===== src/hw/rtl/assert_macros.svh =====
// Assertion macros for the deframer RTL.
// No dependencies; pulled in by the top level, which carries the concurrent checks.
`ifndef ASSERT_MACROS_SVH
`define ASSERT_MACROS_SVH

// Check a property at every clock edge outside reset.
`define SWFD_ASSERT(label, clk, rst, prop) \
   label: assert property (@(posedge clk) disable iff (rst) prop) \
      else $error("deframer assertion failed");

// Check a property at every clock edge, reset included.
`define SWFD_ASSERT_ALWAYS(label, clk, prop) \
   label: assert property (@(posedge clk) prop) \
      else $error("deframer assertion failed during or after reset");

`endif


===== src/hw/rtl/swfd_pkg.sv =====
// Shared types, codes and constants of the sync word frame deframer.
// No dependencies; used by the parser, output stage and top level.
package swfd_pkg;

   localparam int unsigned TIMER_BITS_DEFAULT = 16;

   localparam logic [7:0]  SYNC_FIRST        = 8'h55;
   localparam logic [7:0]  SYNC_SECOND       = 8'hAA;
   localparam logic [15:0] TIMEOUT_RESET     = 16'd100;
   localparam logic [7:0]  MAX_PAYLOAD_RESET = 8'd250;

   localparam logic        CSR_TIMEOUT_TICKS = 1'b0;
   localparam logic        CSR_MAX_PAYLOAD   = 1'b1;

   localparam logic        MODE_BYTE = 1'b0;
   localparam logic        MODE_TICK = 1'b1;

   typedef enum logic [1:0] {
      KIND_PAYLOAD = 2'd0,
      KIND_GOOD    = 2'd1,
      KIND_BAD_SUM = 2'd2,
      KIND_ABORT   = 2'd3
   } kind_type;

   typedef struct packed {
      logic [15:0] timeout_ticks;
      logic [7:0]  max_payload;
   } cfg_type;

   typedef struct packed {
      kind_type    kind;
      logic [7:0]  byte_out;
      logic [7:0]  port;
      logic [7:0]  length;
      logic        last;
   } rsp_type;

endpackage


===== src/hw/rtl/sync_word_frame_deframer.sv =====
// Sync word frame deframer, top level: config registers, parser, result stage.
// Depends on swfd_pkg, swfd_parser, swfd_out_reg and assert_macros.svh.
// Results are registered in the result stage before they show on rsp_.
// Throughput: one input item per cycle while req_tready is high; the single parser state update sets it.
// Backpressure: a skid stage keeps req_tready high while one result waits.
// Reset: synchronous, active high; parser back to hunting, registers to defaults.
`include "assert_macros.svh"

module sync_word_frame_deframer #(
   parameter int unsigned TIMER_BITS = swfd_pkg::TIMER_BITS_DEFAULT
) (
   input  logic        clock,
   input  logic        reset,
   input  logic        req_tvalid,
   output logic        req_tready,
   input  logic [7:0]  req_tdata,   // [7:0] data
   input  logic [0:0]  req_tuser,   // [0] mode
   output logic        rsp_tvalid,
   input  logic        rsp_tready,
   output logic [23:0] rsp_tdata,   // [7:0] byte_out, [15:8] port, [23:16] length
   output logic [1:0]  rsp_tuser,   // [1:0] kind
   output logic        rsp_tlast,
   input  logic        csr_valid,
   output logic        csr_ready,
   input  logic [0:0]  csr_index,
   input  logic [15:0] csr_data
);

   swfd_pkg::cfg_type cfg_ff;
   swfd_pkg::rsp_type res;
   swfd_pkg::rsp_type out_data;
   logic              res_valid;
   logic              space;
   logic              req_xfer;

   assign csr_ready  = 1'b1;
   assign req_tready = space;
   assign req_xfer   = req_tvalid && space;

   always_ff @(posedge clock) begin
      if (reset) begin
         cfg_ff.timeout_ticks <= swfd_pkg::TIMEOUT_RESET;
         cfg_ff.max_payload   <= swfd_pkg::MAX_PAYLOAD_RESET;
      end else if (csr_valid) begin
         case (csr_index[0])
            swfd_pkg::CSR_TIMEOUT_TICKS: cfg_ff.timeout_ticks <= csr_data;
            swfd_pkg::CSR_MAX_PAYLOAD:   cfg_ff.max_payload   <= csr_data[7:0];
            default: ;
         endcase
      end
   end

   swfd_parser #(
      .TIMER_BITS (TIMER_BITS)
   ) u_parser (
      .clock      (clock),
      .reset      (reset),
      .cfg        (cfg_ff),
      .item_valid (req_xfer),
      .item_mode  (req_tuser[0]),
      .item_data  (req_tdata),
      .res_valid  (res_valid),
      .res        (res)
   );

   swfd_out_reg u_out_reg (
      .clock     (clock),
      .reset     (reset),
      .push      (res_valid),
      .push_data (res),
      .space     (space),
      .out_valid (rsp_tvalid),
      .out_ready (rsp_tready),
      .out_data  (out_data)
   );

   assign rsp_tdata = {out_data.length, out_data.port, out_data.byte_out};
   assign rsp_tuser = out_data.kind;
   assign rsp_tlast = out_data.last;

   `SWFD_ASSERT_ALWAYS(a_reset_empty, clock, reset |=> !rsp_tvalid && req_tready)
   `SWFD_ASSERT(a_stall_means_full, clock, reset, !req_tready |-> rsp_tvalid)
   `SWFD_ASSERT(a_tick_gives_verdict, clock, reset,
      req_tvalid && req_tready && req_tuser[0] && !rsp_tvalid |=> !rsp_tvalid || rsp_tlast)

endmodule


===== src/hw/rtl/swfd_parser.sv =====
// Frame parser: sync hunt, header capture, checksum and timeout tracking.
// Depends on swfd_pkg for the configuration and result types.
module swfd_parser #(
   parameter int unsigned TIMER_BITS = swfd_pkg::TIMER_BITS_DEFAULT
) (
   input  logic              clock,
   input  logic              reset,
   input  swfd_pkg::cfg_type cfg,
   input  logic              item_valid,
   input  logic              item_mode,
   input  logic [7:0]        item_data,
   output logic              res_valid,
   output swfd_pkg::rsp_type res
);

   localparam int unsigned CMP_W = (TIMER_BITS > 16) ? TIMER_BITS : 16;

   typedef enum logic [2:0] {
      PH_HUNT0   = 3'd0,
      PH_HUNT1   = 3'd1,
      PH_PORT    = 3'd2,
      PH_LEN     = 3'd3,
      PH_PAYLOAD = 3'd4,
      PH_CHECK   = 3'd5
   } phase_type;

   phase_type             phase_ff, phase_in;
   logic [7:0]            port_ff, port_in;
   logic [7:0]            length_ff, length_in;
   logic [7:0]            count_ff, count_in;
   logic [7:0]            sum_ff, sum_in;
   logic [TIMER_BITS-1:0] timer_ff, timer_in;

   logic [TIMER_BITS-1:0] timer_inc;
   logic [7:0]            count_inc;
   logic [7:0]            sum_add;
   logic                  in_frame;
   logic                  started;

   always_comb begin
      timer_inc = (timer_ff == {TIMER_BITS{1'b1}}) ? timer_ff : timer_ff + 1'b1;
      count_inc = count_ff + 8'd1;
      sum_add   = sum_ff + item_data;
      in_frame  = (phase_ff == PH_HUNT1) || (phase_ff == PH_PORT) ||
                  (phase_ff == PH_LEN) || (phase_ff == PH_PAYLOAD) ||
                  (phase_ff == PH_CHECK);
      started   = (phase_ff == PH_PORT) || (phase_ff == PH_LEN) ||
                  (phase_ff == PH_PAYLOAD) || (phase_ff == PH_CHECK);

      phase_in  = phase_ff;
      port_in   = port_ff;
      length_in = length_ff;
      count_in  = count_ff;
      sum_in    = sum_ff;
      timer_in  = timer_ff;
      res_valid = 1'b0;
      res.kind     = swfd_pkg::KIND_PAYLOAD;
      res.byte_out = 8'd0;
      res.port     = port_ff;
      res.length   = length_ff;
      res.last     = 1'b0;

      if (item_valid) begin
         if (item_mode == swfd_pkg::MODE_TICK) begin
            if (!in_frame) begin
               phase_in = PH_HUNT0;
               timer_in = '0;
            end else begin
               timer_in = timer_inc;
               if (CMP_W'(timer_inc) > CMP_W'(cfg.timeout_ticks)) begin
                  phase_in = PH_HUNT0;
                  timer_in = '0;
                  if (started) begin
                     res_valid = 1'b1;
                     res.kind  = swfd_pkg::KIND_ABORT;
                     res.last  = 1'b1;
                  end
               end
            end
         end else begin
            case (phase_ff)
               PH_HUNT1: begin
                  if (item_data == swfd_pkg::SYNC_SECOND) begin
                     phase_in = PH_PORT;
                  end else if (item_data != swfd_pkg::SYNC_FIRST) begin
                     phase_in = PH_HUNT0;
                     timer_in = '0;
                  end
               end
               PH_PORT: begin
                  port_in  = item_data;
                  sum_in   = item_data;
                  phase_in = PH_LEN;
               end
               PH_LEN: begin
                  if (item_data > cfg.max_payload) begin
                     phase_in = PH_HUNT0;
                     timer_in = '0;
                  end else begin
                     length_in = item_data;
                     count_in  = 8'd0;
                     sum_in    = sum_add;
                     phase_in  = (item_data == 8'd0) ? PH_CHECK : PH_PAYLOAD;
                  end
               end
               PH_PAYLOAD: begin
                  count_in     = count_inc;
                  sum_in       = sum_add;
                  if (count_inc >= length_ff) begin
                     phase_in = PH_CHECK;
                  end
                  res_valid    = 1'b1;
                  res.byte_out = item_data;
               end
               PH_CHECK: begin
                  phase_in  = PH_HUNT0;
                  timer_in  = '0;
                  res_valid = 1'b1;
                  res.kind  = (sum_ff == item_data) ? swfd_pkg::KIND_GOOD
                                                    : swfd_pkg::KIND_BAD_SUM;
                  res.last  = 1'b1;
               end
               default: begin
                  timer_in = '0;
                  phase_in = (item_data == swfd_pkg::SYNC_FIRST) ? PH_HUNT1 : PH_HUNT0;
               end
            endcase
         end
      end
   end

   always_ff @(posedge clock) begin
      if (reset) begin
         phase_ff  <= PH_HUNT0;
         port_ff   <= 8'd0;
         length_ff <= 8'd0;
         count_ff  <= 8'd0;
         sum_ff    <= 8'd0;
         timer_ff  <= '0;
      end else begin
         phase_ff  <= phase_in;
         port_ff   <= port_in;
         length_ff <= length_in;
         count_ff  <= count_in;
         sum_ff    <= sum_in;
         timer_ff  <= timer_in;
      end
   end

endmodule


===== src/hw/rtl/swfd_out_reg.sv =====
// Result register with a skid stage between parser and result channel.
// Depends on swfd_pkg for the result type.
module swfd_out_reg (
   input  logic              clock,
   input  logic              reset,
   input  logic              push,
   input  swfd_pkg::rsp_type push_data,
   output logic              space,
   output logic              out_valid,
   input  logic              out_ready,
   output swfd_pkg::rsp_type out_data
);

   logic              main_valid_ff, main_valid_in;
   logic              skid_valid_ff, skid_valid_in;
   swfd_pkg::rsp_type main_data_ff, main_data_in;
   swfd_pkg::rsp_type skid_data_ff, skid_data_in;
   logic              pop;

   always_comb begin
      pop           = main_valid_ff && out_ready;
      main_valid_in = main_valid_ff;
      skid_valid_in = skid_valid_ff;
      main_data_in  = main_data_ff;
      skid_data_in  = skid_data_ff;
      if (skid_valid_ff) begin
         if (pop) begin
            main_data_in  = skid_data_ff;
            skid_valid_in = 1'b0;
         end
      end else if (!main_valid_ff || pop) begin
         main_valid_in = push;
         main_data_in  = push_data;
      end else if (push) begin
         skid_valid_in = 1'b1;
         skid_data_in  = push_data;
      end
   end

   always_ff @(posedge clock) begin
      if (reset) begin
         main_valid_ff <= 1'b0;
         skid_valid_ff <= 1'b0;
      end else begin
         main_valid_ff <= main_valid_in;
         skid_valid_ff <= skid_valid_in;
      end
      main_data_ff <= main_data_in;
      skid_data_ff <= skid_data_in;
   end

   assign space     = !skid_valid_ff;
   assign out_valid = main_valid_ff;
   assign out_data  = main_data_ff;

endmodule

===== config.mk =====
export PLATFORM = sky130hd
export DESIGN_NAME = sync_word_frame_deframer
export DESIGN_NICKNAME = d
export VERILOG_FILES = /design/src/hw/rtl/swfd_pkg.sv /design/src/hw/rtl/sync_word_frame_deframer.sv /design/src/hw/rtl/swfd_parser.sv /design/src/hw/rtl/swfd_out_reg.sv
export VERILOG_INCLUDE_DIRS = /design/src /design/src/hw/rtl
export SDC_FILE = /design/constraint.sdc
export NUM_CORES = 1
export LEC_CHECK = 0
export BUFFER_PORTS_ARGS = -buffer_cell sky130_fd_sc_hd__buf_2
export CORE_ASPECT_RATIO = 0.9
export CORE_MARGIN = 2
export CORE_UTILIZATION = 50
export DETAILED_ROUTE_END_ITERATION = 10
export GPL_TIMING_DRIVEN = 0
export PLACE_DENSITY = 0.71
export SYNTH_ARGS = -nofsm -noshare
export SYNTH_HDL_FRONTEND = slang
export SYNTH_SLANG_ARGS = --single-unit
export TNS_END_PERCENT = 30

===== constraint.sdc =====
create_clock -name clock -period 5.9 [get_ports clock]
set_input_delay 1.18 -clock clock [delete_from_list [all_inputs] [get_ports clock]]
set_output_delay 1.18 -clock clock [all_outputs]
set_load 0.05 [all_outputs]

==> results.json <==
{
  "status": "finished clean",
  "grt_pass1_wl_um": 26600,
  "syn_inst": 726,
  "nets": 881,
  "num_antenna_cells": 0,
  "switching_power_uw": 486,
  "firstDrtPassIters": 5,
  "die_w_um": 128,
  "fin_crit_sh_pct": 82.6,
  "slew_headroom_pct": 36.5,
  "synth_compound_area_share_pct": 15.1,
  "worstPathMaxFanout": 12,
  "vias": 5653,
  "placement.setup.worst_slack_ps": 1120,
  "grt_max_degree": 21,
  "core-area_um2": 13400,
  "critical_path_required_ps": 6030,
  "drt_wl_total_um": 16500,
  "clock_path_buffers": 2,
  "drt-initial-drc-count": 419,
  "worstHoldPathType": "reg -> reg",
  "rows": 40,
  "post_cts_buffers": 0,
  "syn_avg_cell_area_um2": 9.49,
  "setup_tns_ps": 0,
  "rr_worst_depth": 17,
  "cts_made_buffers": 17,
  "cts-hold-fix-buffers": 0,
  "detail_route.wl_per_cell_um": 16.7,
  "pwr-share-clk_pct": 52.7,
  "path_clk_slew_ps": 60,
  "p_leak_nw": 3.41,
  "antenna_found_initial": 0,
  "rsz0062_at_grt": "no",
  "clk_latency_ps": 420,
  "setup_viol": 0,
  "powerDensity_nw_per_um2": 276,
  "synthTopCellsByCount": "nand2_1 (84), dfxtp_1 (77), edfxtp_1 (54), nor2_1 (50), a21oi_1 (48)",
  "clk_root_buffer_cell": "clkbuf_16",
  "layout_setup_ws_ps": 1030,
  "finalCoreUtilization_pct": 60.5,
  "hold_viol_final": 0,
  "ys_seq_area_share_pct": 45.9,
  "synth.area.mux_share_pct": 4.70,
  "path_class": "reg -> reg",
  "tightest_slew_ps": 947,
  "rrSetupSlack_ps": 1030,
  "whs_ps": 455,
  "combPwrFrac_pct": 4.9,
  "initial_core_util_pct": 51.4,
  "synth.area.top_cells": "edfxtp_1 (24%), dfxtp_1 (22%), ha_1 (7.8%)",
  "finalInstanceArea_um2": 8110,
  "cts_resized": 0,
  "dpl_cell_area_um2": 7450,
  "r2r-end": "u_out_reg.skid_data_ff[23]",
  "synth_fp_nets": 801,
  "die_area_um2": 14700,
  "synth_top_family_by_area": "simple AND/OR/NAND/NOR gates",
  "power_mw": 2.24,
  "async_flop_share_pct": 0,
  "synth_top_area_cell": "edfxtp_1",
  "yosys.area.top_type_share_pct": 23.5,
  "synth_most_common_cell": "nand2_1",
  "synth_cell_types": 60,
  "seq_power_share_pct": 42.4,
  "synth-xor-area-share_pct": 2.29,
  "max_freq_mhz": 205,
  "synth_top_flop_cell": "dfxtp_1",
  "startpoint": "u_parser.timer_ff[0]",
  "critPathLaunchType": "flop",
  "swShare_pct": 21.7,
  "final-max-slew-violation-count": 0,
  "hpwl_um": 11900,
  "end_kind": "flop",
  "drcViolationCount": 0,
  "gp_congestion": 0.888,
  "skew_ps": 6.70,
  "grt_pass1_vias": 5240,
  "final_cells": 987,
  "cts.htree.levels": 4,
  "syn_to_final_growth_pct": 17.7,
  "synth_edf_count": 54,
  "syn-cell-area_um2": 6890,
  "synth_warnings": 0,
  "min_period_ps": 4870,
  "placed_cells": 955,
  "synthAdderAreaFrac_pct": 8.10,
  "pin_count": 61,
  "via_per_inst": 5.73,
  "crit_path_end": "u_out_reg.skid_data_ff[23]",
  "crit_arrival_ps": 5000,
  "numClockSinks": 131,
  "grtUsageTotal_pct": 23.3,
  "cts_tree": "built",
  "grt-ovfl-total": 0,
  "p_int_mw": 1.75,
  "synthSimpleGateAreaFrac_pct": 19.2,
  "r2r-start": "u_parser.timer_ff[0]",
  "maxCapViolations": 0,
  "dieHeight_um": 115,
  "ys_ff_latch": 131,
  "layout-drive-gt1-share_pct": 15.3,
  "detail-route-antenna-nets": 0,
  "ir_drop_mv": 0.239,
  "port_buffers": 58
}
[final cells by class]
cell class / count / area [um2]
Fill cell: 1135 / 5300
Buffer: 33 / 148
Inverter: 46 / 173
Timing Repair Buffer: 61 / 340
Clock buffer: 19 / 443
Sequential cell: 131 / 3160
Clock inverter: 13 / 220
Tap cell: 168 / 210
Multi-Input combinational cell: 516 / 3420
[sequential cells by signal, summed over array words and instances, names as in the netlist, 8 cells and up]
register / cells
u_parser.timer_ff: 16
u_parser.port_ff: 8
u_parser.sum_ff: 8
u_parser.count_ff: 8
u_parser.length_ff: 8
cfg_ff: 24
u_out_reg.skid_data_ff: 27
u_out_reg.out_data: 27
[worst min path at each step]
stage	cells past startpoint	from	endpoint	slack [ps]
floorplan	0	u_parser.port_ff[2]	u_out_reg.skid_data_ff[11]	430
global placement	0	u_parser.length_ff[7]	u_out_reg.skid_data_ff[8]	440
detailed placement	0	u_parser.length_ff[5]	u_out_reg.skid_data_ff[6]	440
CTS	0	u_parser.length_ff[2]	u_out_reg.skid_data_ff[3]	460
global route	0	u_parser.length_ff[5]	u_out_reg.skid_data_ff[6]	470
finish	2	cfg_ff[18]	cfg_ff[18]	460
[placed cells by master (no fill, tap or decap), types with 11 or more instances in the layout]
| master | Yosys | routed |
|---|---|---|
| xnor2_1 | 13 | 13 |
| edfxtp_1 | 54 | 54 |
| nor2_1 | 50 | 50 |
| a21o_1 | 14 | 14 |
| nand4_1 | 14 | 14 |
| buf_2 | 1 | 59 |
| a21oi_1 | 48 | 48 |
| ha_1 | 43 | 43 |
| clkbuf_1 | 26 | 27 |
| inv_1 | 46 | 46 |
| nand2b_1 | 11 | 11 |
| dfxtp_1 | 77 | 77 |
| a211o_1 | 11 | 11 |
| o21ai_0 | 27 | 26 |
| and3_1 | 14 | 14 |
| nand2_1 | 84 | 84 |
| nand3_1 | 25 | 25 |
| mux2i_1 | 20 | 20 |
| nor3_1 | 15 | 14 |
| clkbuf_16 | 0 | 17 |
[cell families after synthesis]
| kind of cell | count (synthesis) |
|---|---|
| simple gates | 268 |
| mux | 31 |
| xor+xnor | 18 |
| fa+ha+maj | 44 |
| flops | 131 |
| buf+inv | 79 |
| compound gates | 154 |
| other cells | 1 |
[worst max-delay path, cell delays in order (launching register included)]
cell and delay, ps:
dfxtp_1 450, ha_1 220, and3_1 210, nand3_1 190
nor3_1 530, nor2_1 170, nand3_1 180, xnor2_1 90
ha_1 300, nand2_1 90, nor4_1 470, a21bo_2 290
nand4_1 100, nand3_1 180, a21o_1 230, nor3_2 450
buf_6 240, buf_6 190
[metal layers]
layer  GRT usage (%)  share of wire (%)  up-vias  wire, um
met5               0                  0        -         0
met4            7.99                1.8        0       299
met3            4.89                6.6       30      1090
met2            35.6                 43      199      7130
met1            33.1                 48     2652      7930
li1                -                  -     2772         -
[power by group through the flow]
stage / combinational [mW] / sequential [mW] / clock (mW)
6_report: 0.109 / 0.949 / 1.18
3_5_place_dp: 0.107 / 0.968 / 0
5_1_grt: 0.120 / 0.949 / 1.24
2_1_floorplan: 0.0666 / 0.967 / 0
3_3_place_gp: 0.103 / 0.968 / 0
4_1_cts: 0.108 / 0.948 / 1.20
Power figures use the tool's default switching activity.
